--- src/sv/tcee_pkg.sv ---
// ----------------------------------------------------------------------------
// tcee_pkg: shared types and constants of the text console escape engine
// Result opcodes, the configuration record, the command record that travels
// from the front end to the back end, and default sizes.
// ----------------------------------------------------------------------------
package tcee_pkg;

	localparam int MAX_ROWS_DEF    = 64;
	localparam int MAX_COLS_DEF    = 256;
	localparam int QUEUE_DEPTH_DEF = 4;

	localparam int COL_W = 8;
	localparam int ROW_W = 6;

	typedef enum logic [1:0] {
		OP_NONE   = 2'd0,
		OP_WRITE  = 2'd1,
		OP_SCROLL = 2'd2,
		OP_CLEAR  = 2'd3
	} op_t;

	typedef enum logic [2:0] {
		REG_WINDOW_OFFSET  = 3'd0,
		REG_WINDOW_HEIGHT  = 3'd1,
		REG_WINDOW_WIDTH   = 3'd2,
		REG_SCREEN_STRIDE  = 3'd3,
		REG_AUTO_LINE_FEED = 3'd4,
		REG_BELL_ENABLE    = 3'd5
	} reg_idx_t;

	typedef struct packed {
		logic [15:0] window_offset;
		logic [6:0]  window_height;
		logic [8:0]  window_width;
		logic [8:0]  screen_stride;
		logic        auto_line_feed;
		logic        bell_enable;
	} cfg_t;

	// One classified byte: the first result, an optional trailing scroll and
	// the cursor position after the byte.
	typedef struct packed {
		op_t              op;
		logic             scroll2;
		logic [7:0]       ch;
		logic [7:0]       attr;
		logic [COL_W-1:0] wr_col;
		logic [ROW_W-1:0] wr_row;
		logic             bell;
		logic [COL_W-1:0] cur_col;
		logic [ROW_W-1:0] cur_row;
	} cmd_t;

endpackage

--- src/sv/tcee_front.sv ---
// ----------------------------------------------------------------------------
// tcee_front: byte classifier and console state
// Holds the cursor, the attribute and the escape parser, and turns each
// accepted byte into one command record for the back end.
// ----------------------------------------------------------------------------
module tcee_front
	import tcee_pkg::*;
#(
	parameter int MAX_ROWS = MAX_ROWS_DEF,
	parameter int MAX_COLS = MAX_COLS_DEF
) (
	input  logic       clk,
	input  logic       arst_n,
	input  cfg_t       cfg,
	input  logic       take,
	input  logic [7:0] char_in,
	output cmd_t       cmd
);

	localparam logic [7:0] CH_BEL = 8'd7;
	localparam logic [7:0] CH_BS  = 8'd8;
	localparam logic [7:0] CH_LF  = 8'd10;
	localparam logic [7:0] CH_FF  = 8'd12;
	localparam logic [7:0] CH_CR  = 8'd13;
	localparam logic [7:0] CH_ESC = 8'd27;
	localparam logic [7:0] CH_SP  = 8'd32;
	localparam logic [7:0] CH_DEL = 8'd127;

	typedef enum logic [2:0] {
		ES_OPEN,
		ES_CSI,
		ES_ZERO,
		ES_BOLD,
		ES_ULINE,
		ES_THREE,
		ES_COLOR
	} esc_t;

	logic [COL_W-1:0] col_q, col_n;
	logic [ROW_W-1:0] row_q, row_n;
	logic [7:0]       attr_q, attr_n;
	logic             esc_act_q, esc_act_n;
	esc_t             esc_st_q, esc_st_n, esc_nx;
	logic [2:0]       color_q, color_n;
	logic [8:0]       eff_h, eff_w;
	logic             next_ok, done, consumed, scroll;
	logic [8:0]       row_inc, col_inc;

	// ANSI color number to text-mode color bits.
	function automatic logic [2:0] color_bits(input logic [2:0] n);
		logic [2:0] r;
		case (n)
			3'd0: r = 3'd0;
			3'd1: r = 3'd4;
			3'd2: r = 3'd2;
			3'd3: r = 3'd6;
			3'd4: r = 3'd1;
			3'd5: r = 3'd5;
			3'd6: r = 3'd3;
			default: r = 3'd7;
		endcase
		return r;
	endfunction

	always_comb begin
		if (cfg.window_height == 7'd0)
			eff_h = 9'd1;
		else if ({2'b00, cfg.window_height} > 9'(MAX_ROWS))
			eff_h = 9'(MAX_ROWS);
		else
			eff_h = {2'b00, cfg.window_height};
		if (cfg.window_width == 9'd0)
			eff_w = 9'd1;
		else if (cfg.window_width > 9'(MAX_COLS))
			eff_w = 9'(MAX_COLS);
		else
			eff_w = cfg.window_width;
	end

	assign row_inc = {3'b000, row_q} + 9'd1;
	assign col_inc = {1'b0, col_q} + 9'd1;

	always_comb begin
		col_n     = col_q;
		row_n     = row_q;
		attr_n    = attr_q;
		esc_act_n = esc_act_q;
		esc_st_n  = esc_st_q;
		color_n   = color_q;
		esc_nx    = ES_OPEN;
		next_ok   = 1'b0;
		done      = 1'b0;
		consumed  = 1'b0;
		scroll    = 1'b0;
		cmd       = '0;
		cmd.op    = OP_NONE;
		cmd.wr_col = col_q;
		cmd.wr_row = row_q;

		if (esc_act_q) begin
			unique case (esc_st_q)
				ES_OPEN: begin
					if (char_in == "[") begin
						esc_nx  = ES_CSI;
						next_ok = 1'b1;
					end
				end
				ES_CSI: begin
					if (char_in == "0") begin
						esc_nx  = ES_ZERO;
						next_ok = 1'b1;
					end else if (char_in == "3") begin
						esc_nx  = ES_THREE;
						next_ok = 1'b1;
					end else if (char_in == "A") begin
						if (row_q != '0)
							row_n = row_q - 1'b1;
						done = 1'b1;
					end else if (char_in == "B") begin
						if (row_inc < eff_h)
							row_n = row_inc[ROW_W-1:0];
						done = 1'b1;
					end else if (char_in == "C") begin
						if (col_inc < eff_w)
							col_n = col_inc[COL_W-1:0];
						done = 1'b1;
					end else if (char_in == "D") begin
						if (col_q != '0)
							col_n = col_q - 1'b1;
						done = 1'b1;
					end
				end
				ES_ZERO: begin
					if (char_in == "m") begin
						attr_n = attr_q & 8'h77;
						done   = 1'b1;
					end else if (char_in == "1") begin
						esc_nx  = ES_BOLD;
						next_ok = 1'b1;
					end else if (char_in == "4") begin
						esc_nx  = ES_ULINE;
						next_ok = 1'b1;
					end
				end
				ES_BOLD: begin
					if (char_in == "m") begin
						attr_n = attr_q | 8'h08;
						done   = 1'b1;
					end
				end
				ES_ULINE: begin
					if (char_in == "m") begin
						attr_n = attr_q | 8'h80;
						done   = 1'b1;
					end
				end
				ES_THREE: begin
					if (char_in >= "0" && char_in <= "7") begin
						esc_nx  = ES_COLOR;
						color_n = char_in[2:0];
						next_ok = 1'b1;
					end
				end
				ES_COLOR: begin
					if (char_in == "m") begin
						attr_n = {attr_q[7:3], color_bits(color_q)};
						done   = 1'b1;
					end
				end
				default: begin
				end
			endcase
			if (next_ok) begin
				esc_st_n = esc_nx;
				consumed = 1'b1;
			end else begin
				esc_act_n = 1'b0;
				esc_st_n  = ES_OPEN;
				consumed  = done;
			end
		end

		// An unmatched escape byte falls through as an ordinary byte.
		if (!consumed) begin
			if (char_in == CH_BEL) begin
				cmd.bell = cfg.bell_enable;
			end else if (char_in == CH_BS || char_in == CH_DEL) begin
				if (col_q != '0) begin
					col_n = col_q - 1'b1;
				end else if (row_q != '0) begin
					row_n = row_q - 1'b1;
					col_n = COL_W'(eff_w - 9'd1);
				end
				if (char_in == CH_DEL) begin
					cmd.op     = OP_WRITE;
					cmd.wr_col = col_n;
					cmd.wr_row = row_n;
					cmd.ch     = CH_SP;
					cmd.attr   = attr_q;
				end
			end else if (char_in == CH_LF) begin
				col_n = '0;
				if (row_inc >= eff_h) begin
					row_n  = ROW_W'(eff_h - 9'd1);
					scroll = 1'b1;
				end else begin
					row_n = row_inc[ROW_W-1:0];
				end
			end else if (char_in == CH_FF) begin
				col_n    = '0;
				row_n    = '0;
				cmd.op   = OP_CLEAR;
				cmd.attr = attr_q;
			end else if (char_in == CH_CR) begin
				col_n = '0;
				if (cfg.auto_line_feed) begin
					if (row_inc >= eff_h) begin
						row_n  = ROW_W'(eff_h - 9'd1);
						scroll = 1'b1;
					end else begin
						row_n = row_inc[ROW_W-1:0];
					end
				end
			end else if (char_in == CH_ESC) begin
				esc_act_n = 1'b1;
				esc_st_n  = ES_OPEN;
			end else if (char_in < CH_SP) begin
				// Other control bytes only report the cursor.
			end else begin
				cmd.op   = OP_WRITE;
				cmd.ch   = char_in;
				cmd.attr = attr_q;
				if (col_inc >= eff_w) begin
					col_n = '0;
					if (row_inc >= eff_h) begin
						row_n  = ROW_W'(eff_h - 9'd1);
						scroll = 1'b1;
					end else begin
						row_n = row_inc[ROW_W-1:0];
					end
				end else begin
					col_n = col_inc[COL_W-1:0];
				end
			end
		end

		if (scroll) begin
			if (cmd.op == OP_NONE) begin
				cmd.op   = OP_SCROLL;
				cmd.attr = attr_q;
			end else begin
				cmd.scroll2 = 1'b1;
			end
		end
		cmd.cur_col = col_n;
		cmd.cur_row = row_n;
	end

	always_ff @(posedge clk or negedge arst_n) begin
		if (!arst_n) begin
			col_q     <= '0;
			row_q     <= '0;
			attr_q    <= 8'h0f;
			esc_act_q <= 1'b0;
			esc_st_q  <= ES_OPEN;
			color_q   <= '0;
		end else if (take) begin
			col_q     <= col_n;
			row_q     <= row_n;
			attr_q    <= attr_n;
			esc_act_q <= esc_act_n;
			esc_st_q  <= esc_st_n;
			color_q   <= color_n;
		end
	end

endmodule

--- src/sv/tcee_queue.sv ---
// ----------------------------------------------------------------------------
// tcee_queue: command queue between front end and back end
// A small register queue with a full flag and a head that is always visible.
// ----------------------------------------------------------------------------
module tcee_queue
	import tcee_pkg::*;
#(
	parameter int DEPTH = QUEUE_DEPTH_DEF
) (
	input  logic clk,
	input  logic arst_n,
	input  logic push,
	input  cmd_t push_data,
	output logic full,
	input  logic pop,
	output logic head_valid,
	output cmd_t head
);

	localparam int PW = (DEPTH > 1) ? $clog2(DEPTH) : 1;
	localparam int CW = $clog2(DEPTH + 1);

	cmd_t          mem_q [DEPTH];
	logic [PW-1:0] wptr_q, rptr_q;
	logic [CW-1:0] count_q;

	assign full       = (count_q == CW'(DEPTH));
	assign head_valid = (count_q != '0);
	assign head       = mem_q[rptr_q];

	always_ff @(posedge clk) begin
		if (push)
			mem_q[wptr_q] <= push_data;
	end

	always_ff @(posedge clk or negedge arst_n) begin
		if (!arst_n) begin
			wptr_q  <= '0;
			rptr_q  <= '0;
			count_q <= '0;
		end else begin
			if (push)
				wptr_q <= (wptr_q == PW'(DEPTH - 1)) ? '0 : wptr_q + 1'b1;
			if (pop)
				rptr_q <= (rptr_q == PW'(DEPTH - 1)) ? '0 : rptr_q + 1'b1;
			if (push && !pop)
				count_q <= count_q + 1'b1;
			else if (pop && !push)
				count_q <= count_q - 1'b1;
		end
	end

endmodule

--- src/sv/tcee_back.sv ---
// ----------------------------------------------------------------------------
// tcee_back: result generator
// Turns each queued command into one or two result transfers, computing the
// screen cell offsets, and holds them in the output register.
// ----------------------------------------------------------------------------
module tcee_back
	import tcee_pkg::*;
(
	input  logic        clk,
	input  logic        arst_n,
	input  cfg_t        cfg,
	input  logic        head_valid,
	input  cmd_t        head,
	output logic        pop,
	output logic        out_valid,
	input  logic        out_ready,
	output logic        out_last,
	output op_t         out_op,
	output logic [15:0] out_cell_offset,
	output logic [7:0]  out_cell_char,
	output logic [7:0]  out_cell_attrib,
	output logic [15:0] out_cursor_offset,
	output logic        out_bell
);

	logic        out_valid_q, out_last_q, out_bell_q, second_q;
	op_t         out_op_q;
	logic [15:0] out_cell_off_q, out_cur_off_q;
	logic [7:0]  out_char_q, out_attr_q;
	logic [14:0] wr_prod, cur_prod;
	logic [15:0] wr_off, cur_off;
	logic        load;

	assign wr_prod  = 15'(head.wr_row) * 15'(cfg.screen_stride);
	assign cur_prod = 15'(head.cur_row) * 15'(cfg.screen_stride);
	assign wr_off   = cfg.window_offset + 16'(wr_prod) + 16'(head.wr_col);
	assign cur_off  = cfg.window_offset + 16'(cur_prod) + 16'(head.cur_col);

	assign load = head_valid && (!out_valid_q || out_ready);
	assign pop  = load && (second_q || !head.scroll2);

	always_ff @(posedge clk) begin
		if (load) begin
			out_cur_off_q <= cur_off;
			if (second_q) begin
				out_op_q       <= OP_SCROLL;
				out_cell_off_q <= '0;
				out_char_q     <= '0;
				out_attr_q     <= head.attr;
				out_bell_q     <= 1'b0;
				out_last_q     <= 1'b1;
			end else begin
				out_op_q       <= head.op;
				out_cell_off_q <= (head.op == OP_WRITE) ? wr_off : '0;
				out_char_q     <= head.ch;
				out_attr_q     <= head.attr;
				out_bell_q     <= head.bell;
				out_last_q     <= !head.scroll2;
			end
		end
	end

	always_ff @(posedge clk or negedge arst_n) begin
		if (!arst_n) begin
			out_valid_q <= 1'b0;
			second_q    <= 1'b0;
		end else begin
			if (load) begin
				out_valid_q <= 1'b1;
				second_q    <= !second_q && head.scroll2;
			end else if (out_ready) begin
				out_valid_q <= 1'b0;
			end
		end
	end

	assign out_valid         = out_valid_q;
	assign out_last          = out_last_q;
	assign out_op            = out_op_q;
	assign out_cell_offset   = out_cell_off_q;
	assign out_cell_char     = out_char_q;
	assign out_cell_attrib   = out_attr_q;
	assign out_cursor_offset = out_cur_off_q;
	assign out_bell          = out_bell_q;

endmodule

--- src/sv/text_console_escape_engine_unit.sv ---
// ----------------------------------------------------------------------------
// text_console_escape_engine_unit: ANSI text console engine
// Cursor, attribute and escape handling for a text-mode console window.
// ----------------------------------------------------------------------------
// Each byte on the slave stream is interpreted like a console terminal would:
// printable bytes become cell writes at the cursor, the controls BEL, BS, LF,
// FF, CR and DEL act on the cursor (BEL rings the bell if enabled), and the sequences ESC[0m, ESC[01m,
// ESC[04m, ESC[30m..ESC[37m and ESC[A..D change the attribute or move the
// cursor on their final byte. Every byte produces one result transfer on the
// master stream, or two when a printable byte wraps past the bottom row (a
// cell write followed by a window scroll); tlast marks the final transfer of
// a byte, and every transfer of a byte carries the cursor offset after that
// byte. The front end takes one byte per clock while its command
// queue has room; the back end issues one result transfer per clock from its
// output register while the master stream accepts them. Configuration
// registers are written through the cfg port and should only be changed
// while no bytes are in flight.
module text_console_escape_engine_unit
	import tcee_pkg::*;
#(
	parameter int MAX_ROWS    = MAX_ROWS_DEF,
	parameter int MAX_COLS    = MAX_COLS_DEF,
	parameter int QUEUE_DEPTH = QUEUE_DEPTH_DEF
) (
	input  logic        clk,
	input  logic        arst_n,
	// Configuration write port.
	input  logic        cfg_we,
	input  logic [2:0]  cfg_index,
	input  logic [15:0] cfg_data,
	// Character input stream.
	input  logic        s_axis_tvalid,
	output logic        s_axis_tready,
	input  logic [7:0]  s_axis_tdata,   // [7:0] char_in
	// Result output stream.
	output logic        m_axis_tvalid,
	input  logic        m_axis_tready,
	// [15:0] cell_offset, [23:16] cell_char, [31:24] cell_attrib,
	// [47:32] cursor_offset, [48] bell, [55:49] zero
	output logic [55:0] m_axis_tdata,
	output logic [1:0]  m_axis_tuser,   // [1:0] op
	output logic        m_axis_tlast
);

	cfg_t        cfg_q;
	cmd_t        front_cmd, head;
	logic        q_full, take, head_valid, pop;
	op_t         out_op;
	logic [15:0] out_cell_offset, out_cursor_offset;
	logic [7:0]  out_cell_char, out_cell_attrib;
	logic        out_bell;

	// Configuration registers; writes to unused indexes are dropped.
	always_ff @(posedge clk or negedge arst_n) begin
		if (!arst_n) begin
			cfg_q.window_offset  <= 16'd0;
			cfg_q.window_height  <= 7'd25;
			cfg_q.window_width   <= 9'd80;
			cfg_q.screen_stride  <= 9'd80;
			cfg_q.auto_line_feed <= 1'b0;
			cfg_q.bell_enable    <= 1'b0;
		end else if (cfg_we) begin
			case (cfg_index)
				REG_WINDOW_OFFSET:  cfg_q.window_offset  <= cfg_data;
				REG_WINDOW_HEIGHT:  cfg_q.window_height  <= cfg_data[6:0];
				REG_WINDOW_WIDTH:   cfg_q.window_width   <= cfg_data[8:0];
				REG_SCREEN_STRIDE:  cfg_q.screen_stride  <= cfg_data[8:0];
				REG_AUTO_LINE_FEED: cfg_q.auto_line_feed <= cfg_data[0];
				REG_BELL_ENABLE:    cfg_q.bell_enable    <= cfg_data[0];
				default: begin
				end
			endcase
		end
	end

	// The front end updates the console state on every accepted byte and
	// pushes its command in the same cycle.
	assign s_axis_tready = !q_full;
	assign take          = s_axis_tvalid && s_axis_tready;

	tcee_front #(
		.MAX_ROWS (MAX_ROWS),
		.MAX_COLS (MAX_COLS)
	) u_front (
		.clk     (clk),
		.arst_n  (arst_n),
		.cfg     (cfg_q),
		.take    (take),
		.char_in (s_axis_tdata),
		.cmd     (front_cmd)
	);

	tcee_queue #(
		.DEPTH (QUEUE_DEPTH)
	) u_queue (
		.clk        (clk),
		.arst_n     (arst_n),
		.push       (take),
		.push_data  (front_cmd),
		.full       (q_full),
		.pop        (pop),
		.head_valid (head_valid),
		.head       (head)
	);

	// The back end drains the queue, splitting a write-and-scroll command
	// into two transfers.
	tcee_back u_back (
		.clk               (clk),
		.arst_n            (arst_n),
		.cfg               (cfg_q),
		.head_valid        (head_valid),
		.head              (head),
		.pop               (pop),
		.out_valid         (m_axis_tvalid),
		.out_ready         (m_axis_tready),
		.out_last          (m_axis_tlast),
		.out_op            (out_op),
		.out_cell_offset   (out_cell_offset),
		.out_cell_char     (out_cell_char),
		.out_cell_attrib   (out_cell_attrib),
		.out_cursor_offset (out_cursor_offset),
		.out_bell          (out_bell)
	);

	assign m_axis_tuser = out_op;
	assign m_axis_tdata = {7'd0, out_bell, out_cursor_offset, out_cell_attrib,
		out_cell_char, out_cell_offset};

`ifndef SYNTHESIS
	// Only a cell write is ever followed by a second transfer of the same byte.
	assert property (@(posedge clk) disable iff (!arst_n)
		m_axis_tvalid && !m_axis_tlast |-> m_axis_tuser == OP_WRITE)
		else $error("non-final transfer is not a cell write");

	// The transfer after a non-final write is the scroll of the same byte.
	assert property (@(posedge clk) disable iff (!arst_n)
		m_axis_tvalid && m_axis_tready && !m_axis_tlast |=>
		m_axis_tvalid && m_axis_tlast && m_axis_tuser == OP_SCROLL)
		else $error("write with wrap not followed by a scroll");

	// The bell only rides on a single no-op transfer.
	assert property (@(posedge clk) disable iff (!arst_n)
		m_axis_tvalid && m_axis_tdata[48] |->
		m_axis_tlast && m_axis_tuser == OP_NONE)
		else $error("bell on a transfer other than a lone no-op");

	// Only writes carry a cell offset.
	assert property (@(posedge clk) disable iff (!arst_n)
		m_axis_tvalid && m_axis_tuser != OP_WRITE |-> m_axis_tdata[15:0] == 16'd0)
		else $error("cell offset on a transfer that is not a write");
`endif

endmodule
--- config.mk ---
export PLATFORM = sky130hd
export DESIGN_NAME = text_console_escape_engine_unit
export DESIGN_NICKNAME = d
export VERILOG_FILES = /design/src/sv/tcee_pkg.sv /design/src/sv/tcee_front.sv /design/src/sv/tcee_queue.sv /design/src/sv/tcee_back.sv /design/src/sv/text_console_escape_engine_unit.sv
export SDC_FILE = /design/constraint.sdc
export NUM_CORES = 1
export LEC_CHECK = 0
export BUFFER_PORTS_ARGS = -buffer_cell sky130_fd_sc_hd__buf_2
export CAP_MARGIN = 0
export CELL_PAD_IN_SITES_DETAIL_PLACEMENT = 1
export CELL_PAD_IN_SITES_GLOBAL_PLACEMENT = 1
export CORE_UTILIZATION = 40
export CTS_BUF_LIST = sky130_fd_sc_hd__clkbuf_4
export DETAILED_ROUTE_END_ITERATION = 10
export GPL_TIMING_DRIVEN = 1
export PLACE_DENSITY_LB_ADDON = 0.1
export SYNTH_ARGS = -nofsm -noshare
export SYNTH_HDL_FRONTEND = slang
export SYNTH_HIERARCHICAL = 1
export SYNTH_SLANG_ARGS = --single-unit
--- constraint.sdc ---
create_clock -name clk -period 13.3 [get_ports clk]
set_input_delay 1.33 -clock clk [delete_from_list [all_inputs] [get_ports clk]]
set_output_delay 1.33 -clock clk [all_outputs]
set_load 0.1 [all_outputs]
=== After elaboration in Yosys (flattened, before gate mapping) ===
Memories as Yosys holds them, arrays and structs flattened.
Cells that the tools add are included.

* Register bits: 130
* RAM bits: 192
* Output and inout bits: 61
* Memories kept: 1

* Add/subtract/negate cells: 14
* Multipliers: 2
* Order comparisons: 9
* Eq/ne operators: 41
* Muxes and demuxes: 142
* Bitwise operators: 5
* Reductions and logical operators: 41

{| class="wikitable"
|+ Memory list
! name !! depth !! width !! rd ports !! clocked after Yosys merged registers in !! write ports !! line !! source
|-
| u_queue.mem_q || 4 || 48 || 1 || 0 || 1 || tcee_queue.sv:23 || <nowiki>cmd_t mem_q [DEPTH];</nowiki>
|}

{| class="wikitable"
|+ Operators by type and width
! operator !! number
|-
| 8-bit 2-to-1 mux || 27
|-
| 6-bit 2-to-1 mux || 21
|-
| 16-bit 2-to-1 mux || 5
|-
| 3-bit 2-to-1 mux || 19
|-
| 8-bit by 7-bit == test with 1-bit output (second input constant) || 7
|-
| 1-bit 2-to-1 mux || 46
|-
| 16-bit by 15-bit adder with 16-bit output || 2
|-
| 16-bit by 8-bit adder with 16-bit output || 2
|-
| 8-bit by 4-bit == test with 1-bit output (second input constant) || 4
|-
| 8-bit by 6-bit == test with 1-bit output (second input constant) || 4
|-
| 8-bit one-hot mux with 4 select lines || 1
|-
| 31-bit 2-to-1 mux || 1
|-
| 6-bit by 9-bit multiplier with 15-bit output || 2
|-
| 30-bit 2-to-1 mux || 1
|-
| 28-bit 2-to-1 mux || 1
|-
| 3-bit == test (second input constant) || 9
|-
| 3-bit one-hot mux with 7 select lines || 1
|-
| 7-bit AND reduction || 3
|-
| 2-bit 2-to-1 mux || 10
|-
| 3-bit by 2-bit == test with 1-bit output (second input constant) || 6
|-
| 9-bit 2-to-1 mux || 2
|-
| 8-bit by 1-bit subtractor with 8-bit output (second input constant) || 2
|-
| 14-bit 2-to-1 mux || 1
|-
| 7-bit 2-to-1 mux || 2
|-
| other kinds (41) || 75
|}

=== Depth between registers and ports, before layout ===
* Depth after elaboration: 20
* Gate-level depth with buffers: 21
* Gate-level depth less buffers: 18

=== Modules after synthesis ===
The synthesis kept the hierarchy.

{| class="wikitable"
|+ Modules (own cells, without submodules)
! module !! times used !! cells each !! area an instance (sq um) !! seq. area each (sq um)
|-
| tcee_queue || 1 || 288 || 7398.3 || 5940.7
|-
| tcee_back || 1 || 713 || 6891.6 || 1611.5
|-
| tcee_front || 1 || 618 || 4340.4 || 655.6
|-
| text_console_escape_engine_unit || 1 || 106 || 1746.7 || 1084.8
|}

=== Least setup slack after synthesis ===
Ideal clock, no wire load.

* Path type: reg-to-reg
* From: reg u_queue.rptr_q[0]
* To: reg u_back.out_cell_off_q[13], in the netlist u_back/out_cell_offset[13] (data pin)
* Setup time: 257 ps
* Arrival: 4820 ps
* Required time: 13043 ps
* Path slack: 8222 ps
* Cell stages (with the launch flop): 17
* Path buffers: 2
* Cells stage by stage: dfrtp_1 buf_6 buf_12 mux4_2 and2_1 fa_1 fa_1 inv_1 fa_1 fa_1 inv_1 ha_1 and3_1 nor2b_4 a2111oi_2 a2111o_1 o21ai_1

{| class="wikitable"
|+ RTL lines
! element !! line !! source
|-
| from (decl) || tcee_queue.sv:24 || <nowiki>logic [PW-1:0] wptr_q, rptr_q;</nowiki>
|-
| from (signal assigned) || tcee_queue.sv:45 || <nowiki>rptr_q <= (rptr_q == PW'(DEPTH - 1)) ? '0 : rptr_q + 1'b1;</nowiki>
|-
| to (signal assigned) || tcee_back.sv:54 || <nowiki>out_cell_off_q <= (head.op == OP_WRITE) ? wr_off : '0;</nowiki>
|-
| to (decl) || tcee_back.sv:28 || <nowiki>logic [15:0] out_cell_off_q, out_cur_off_q;</nowiki>
|}

==> run_results.csv <==
group,metric,value,unit
timing,tightest_slew,1.28,ns
finish,drive_above_1_share,21.1,%
hold_path,min_path_cells,1,
critical_path,cp.arrival,6.10,ns
floorplan,rows,82,
detailed_routing,wl_per_cell,21.0,um
clock_tree,root_buffer,"clkbuf_4",
timing,finalClockSkew,0.0532,ns
hold_path,hp-start,"u_queue/count_q[2]$_DFFE_PN0P_",
timing,setup_viol,0,
floorplan,dieArea,0.0518,mm^2
timing,finalCritPeriodShare,41.7,%
logic_synthesis,netlist_instances,1725,
timing,slew_headroom,13.7,%
job,maxCapViolCount,0,
logic_synthesis,synth_flop_cell,"edfxtp_1",
timing,hold_viol,0,
floorplan,start_util,40.6,%
logic_synthesis,synth_edf_count,244,
placed_design,io_buffers,85,
floorplan,fp.dieW,228,um
clock_tree,clk_path_buf_depth,3,
floorplan,dieHeight,228,um
clock_tree,cts_num_sinks,322,
hold_path,hold_end,"u_queue/count_q[2]$_DFFE_PN0P_",
grt,grt_pass1_wl,86300,um
clock_tree,clock_latency,0.81,ns
detailed_routing,wirelength,54100,um
critical_path,cp-start-kind,"flip-flop",
timing,rsz0062_at_grt,"no",
critical_path,r2r_cells,15,
logic_synthesis,synth_seq_cells,322,
logic_synthesis,syn_avg_cell_area,11.8,um^2
detailed_routing,num_vias,13800,
logic_synthesis,synth_cell_types,103,
placed_design,hpwl,39800,um
logic_synthesis,synthArstFlopShare,24.2,%
timing,slew_violations,0,
grt,overflow,0,
logic_synthesis,synthesis.area,0.0204,mm^2
hold_path,hp-class,"reg -> reg",
critical_path,r2r_end,"u_back/out_cell_offset[13]$_SDFFCE_PP0P_",
clock_tree,post_cts_buffers,0,
critical_path,ff2ff_setup_slack,7.75,ns
logic_synthesis,synth.area.top_cells,"edfxtp_1 36%, fa_1 9.5%, dfrtp_1 8.2%",
timing,max_freq,0.180,GHz
clock_tree,cts_tree,"built",
detailed_routing,via_per_inst,5.33,
critical_path,crit_type,"reg -> reg",
detailed_routing,ant_nets,0,
finish,mostFrequentLayoutCell,"edfxtp_1",
timing,finalCriticalPeriod,5.55,ns
detailed_routing,dr.pass1.iters,4,
floorplan,ios,93,
finish,fillers,5432,
logic_synthesis,ys_warn_count,6,
critical_path,end_kind,"flip-flop",
grt,grt_pass1_vias,15100,
critical_path,crit_required,13.85,ns
clock_tree,path_clk_slew,0.07,ns
clock_tree,postCtsHoldBufs,0,
critical_path,crit_fanout,50,
grt,grt.total_usage,21.5,%
logic_synthesis,synth_top_area_share,36.0,%
finish,finalNetCount,2062,
logic_synthesis,synth_seq_area_share,45.6,%
clock_tree,numCtsBuffers,90,
grt,grt_antenna_before_repair,2,
clock_tree,htreeDepth,3,
finish,syn_to_final_growth,10.3,%
clock_tree,cts_resized,0,
floorplan,coreArea,0.0502,mm^2
placed_design,place.gp.congestion,0.851,
timing,setup-tns-final,0,ns
detailed_routing,route.detailed.drc,0,
detailed_routing,drt-initial-drc-count,607,
grt,grt_max_degree,53,
status,status,"finished, final reports clean",
critical_path,rr_startpoint,"u_queue/rptr_q[1]$_DFFE_PN0P_",
finish,most-common-layout-cells,"244 x edfxtp_1, 196 x inv_1, 146 x nand2_1",
logic_synthesis,synth_area_leader_cell,"edfxtp_1",
[Yosys cell counts (all sizes together) (7+ instances only)]
library cell  number
nor3              25
nand3             31
buf               41
xor2              19
o21a              10
nand4              8
and2              76
o31ai              7
or3               12
mux2              59
mux4              48
edfxtp           244
nor4               9
dfrtp             67
ha                98
a211oi            19
inv              197
dfstp             11
nand2            147
a21oi             61
o211ai             9
a21o              15
clkbuf            47
and3              23
fa                97
xnor2             16
o21ai             72
nand2b            17
nor2              75
nor2b             24
a31oi             14
[registers in the layout, summed over array words and instances (netlist names), 2 cells and up]
signal,cells
u_front/attr_q,5
u_front/color_q,3
u_queue/wptr_q,2
u_back/out_cursor_offset,16
u_back/out_cell_attrib,8
u_queue/rptr_q,2
u_back/out_cell_char,8
u_front/esc_st_q,3
u_queue/count_q,3
cfg_q,43
u_front/col_q,8
u_back/out_op,2
u_front/row_q,6
u_back/out_cell_offset,16
u_queue/mem_q,192
[layer usage]
layer	share of wire (%)	vias up	GRT usage, %
met3	3.1	84	2.99
li1	-	6406	-
met5	0	-	0
met4	2.3	0	7.83
met1	45	7026	28.5
met2	49	242	35.8
[per-stage QoR]
stage / instance area, um^2 / cells / hold WS [ns] / utilization, % / setup slack [ns]
6_report: 22500 / 2580 / 0.492 / 44.8 / 7.75
5_1_grt: 22500 / 2579 / 0.484 / 44.8 / 7.47
4_1_cts: 22500 / 2578 / 0.437 / 44.8 / 7.71
3_5_place_dp: 21300 / 2415 / 0.476 / 42.4 / 7.73
3_3_place_gp: 21300 / 2415 / 0.468 / 42.4 / 7.83
2_1_floorplan: 20400 / 1733 / 0.449 / - / 8.22
[worst max-delay path by stage]
| stage | from | end | slack (ns) | depth (start not counted) |
|---|---|---|---|---|
| 3_3_place_gp | u_queue/rptr_q[1]$_DFFE_PN0P_ | u_back/out_cursor_offset[13]$_DFFE_PP_ | 7.83 | 15 |
| 2_1_floorplan | u_queue/rptr_q[0]$_DFFE_PN0P_ | u_back/out_cell_offset[13]$_SDFFCE_PP0P_ | 8.22 | 16 |
| 3_5_place_dp | u_queue/rptr_q[1]$_DFFE_PN0P_ | u_back/out_cell_offset[13]$_SDFFCE_PP0P_ | 7.73 | 15 |
| 5_1_grt | u_queue/rptr_q[1]$_DFFE_PN0P_ | u_back/out_cell_offset[13]$_SDFFCE_PP0P_ | 7.47 | 15 |
| 6_report | u_queue/rptr_q[1]$_DFFE_PN0P_ | u_back/out_cell_offset[13]$_SDFFCE_PP0P_ | 7.75 | 15 |
| 4_1_cts | u_queue/rptr_q[1]$_DFFE_PN0P_ | u_back/out_cursor_offset[14]$_DFFE_PP_ | 7.71 | 15 |
[worst max-delay path: stages (launching register included)]
cell	delay (ns)
dfrtp_2	0.34
buf_4	0.58
mux4_2	0.51
and2_1	0.22
fa_1	0.50
fa_1	0.53
fa_1	0.57
inv_1	0.06
fa_1	0.53
inv_1	0.04
ha_1	0.37
and3_1	0.23
nor2b_4	0.14
a2111oi_2	0.39
a2111o_1	0.20
o21ai_1	0.06
[logic make-up (layout without fill, tap and decap cells)]
group	Yosys count	count (layout)	share of synthesized area, %
other cells	2	12	0.0369
buf+inv	287	460	6.17
flops	322	322	45.6
fa+ha+maj	195	195	15.5
mux	113	113	8.86
xor+xnor	35	35	1.50
simple gates	491	491	13.0
compound gates	280	280	9.31
[cell type report]
type | instances | area, um^2 | share of cell area [%]
multi-input combinational | 1124 | 9870 | 43.9
sequential | 322 | 9300 | 41.4
clock inverter | 37 | 235 | 1.05
timing repair buffer | 98 | 526 | 2.34
tap | 672 | 841 | 3.74
clock buffer | 126 | 946 | 4.21
inverter | 199 | 747 | 3.32
antenna | 2 | 5.00 | 0.0223
Power is not shown: default switching activity piles up to over one toggle a cycle in this logic, so the estimate is an artifact.
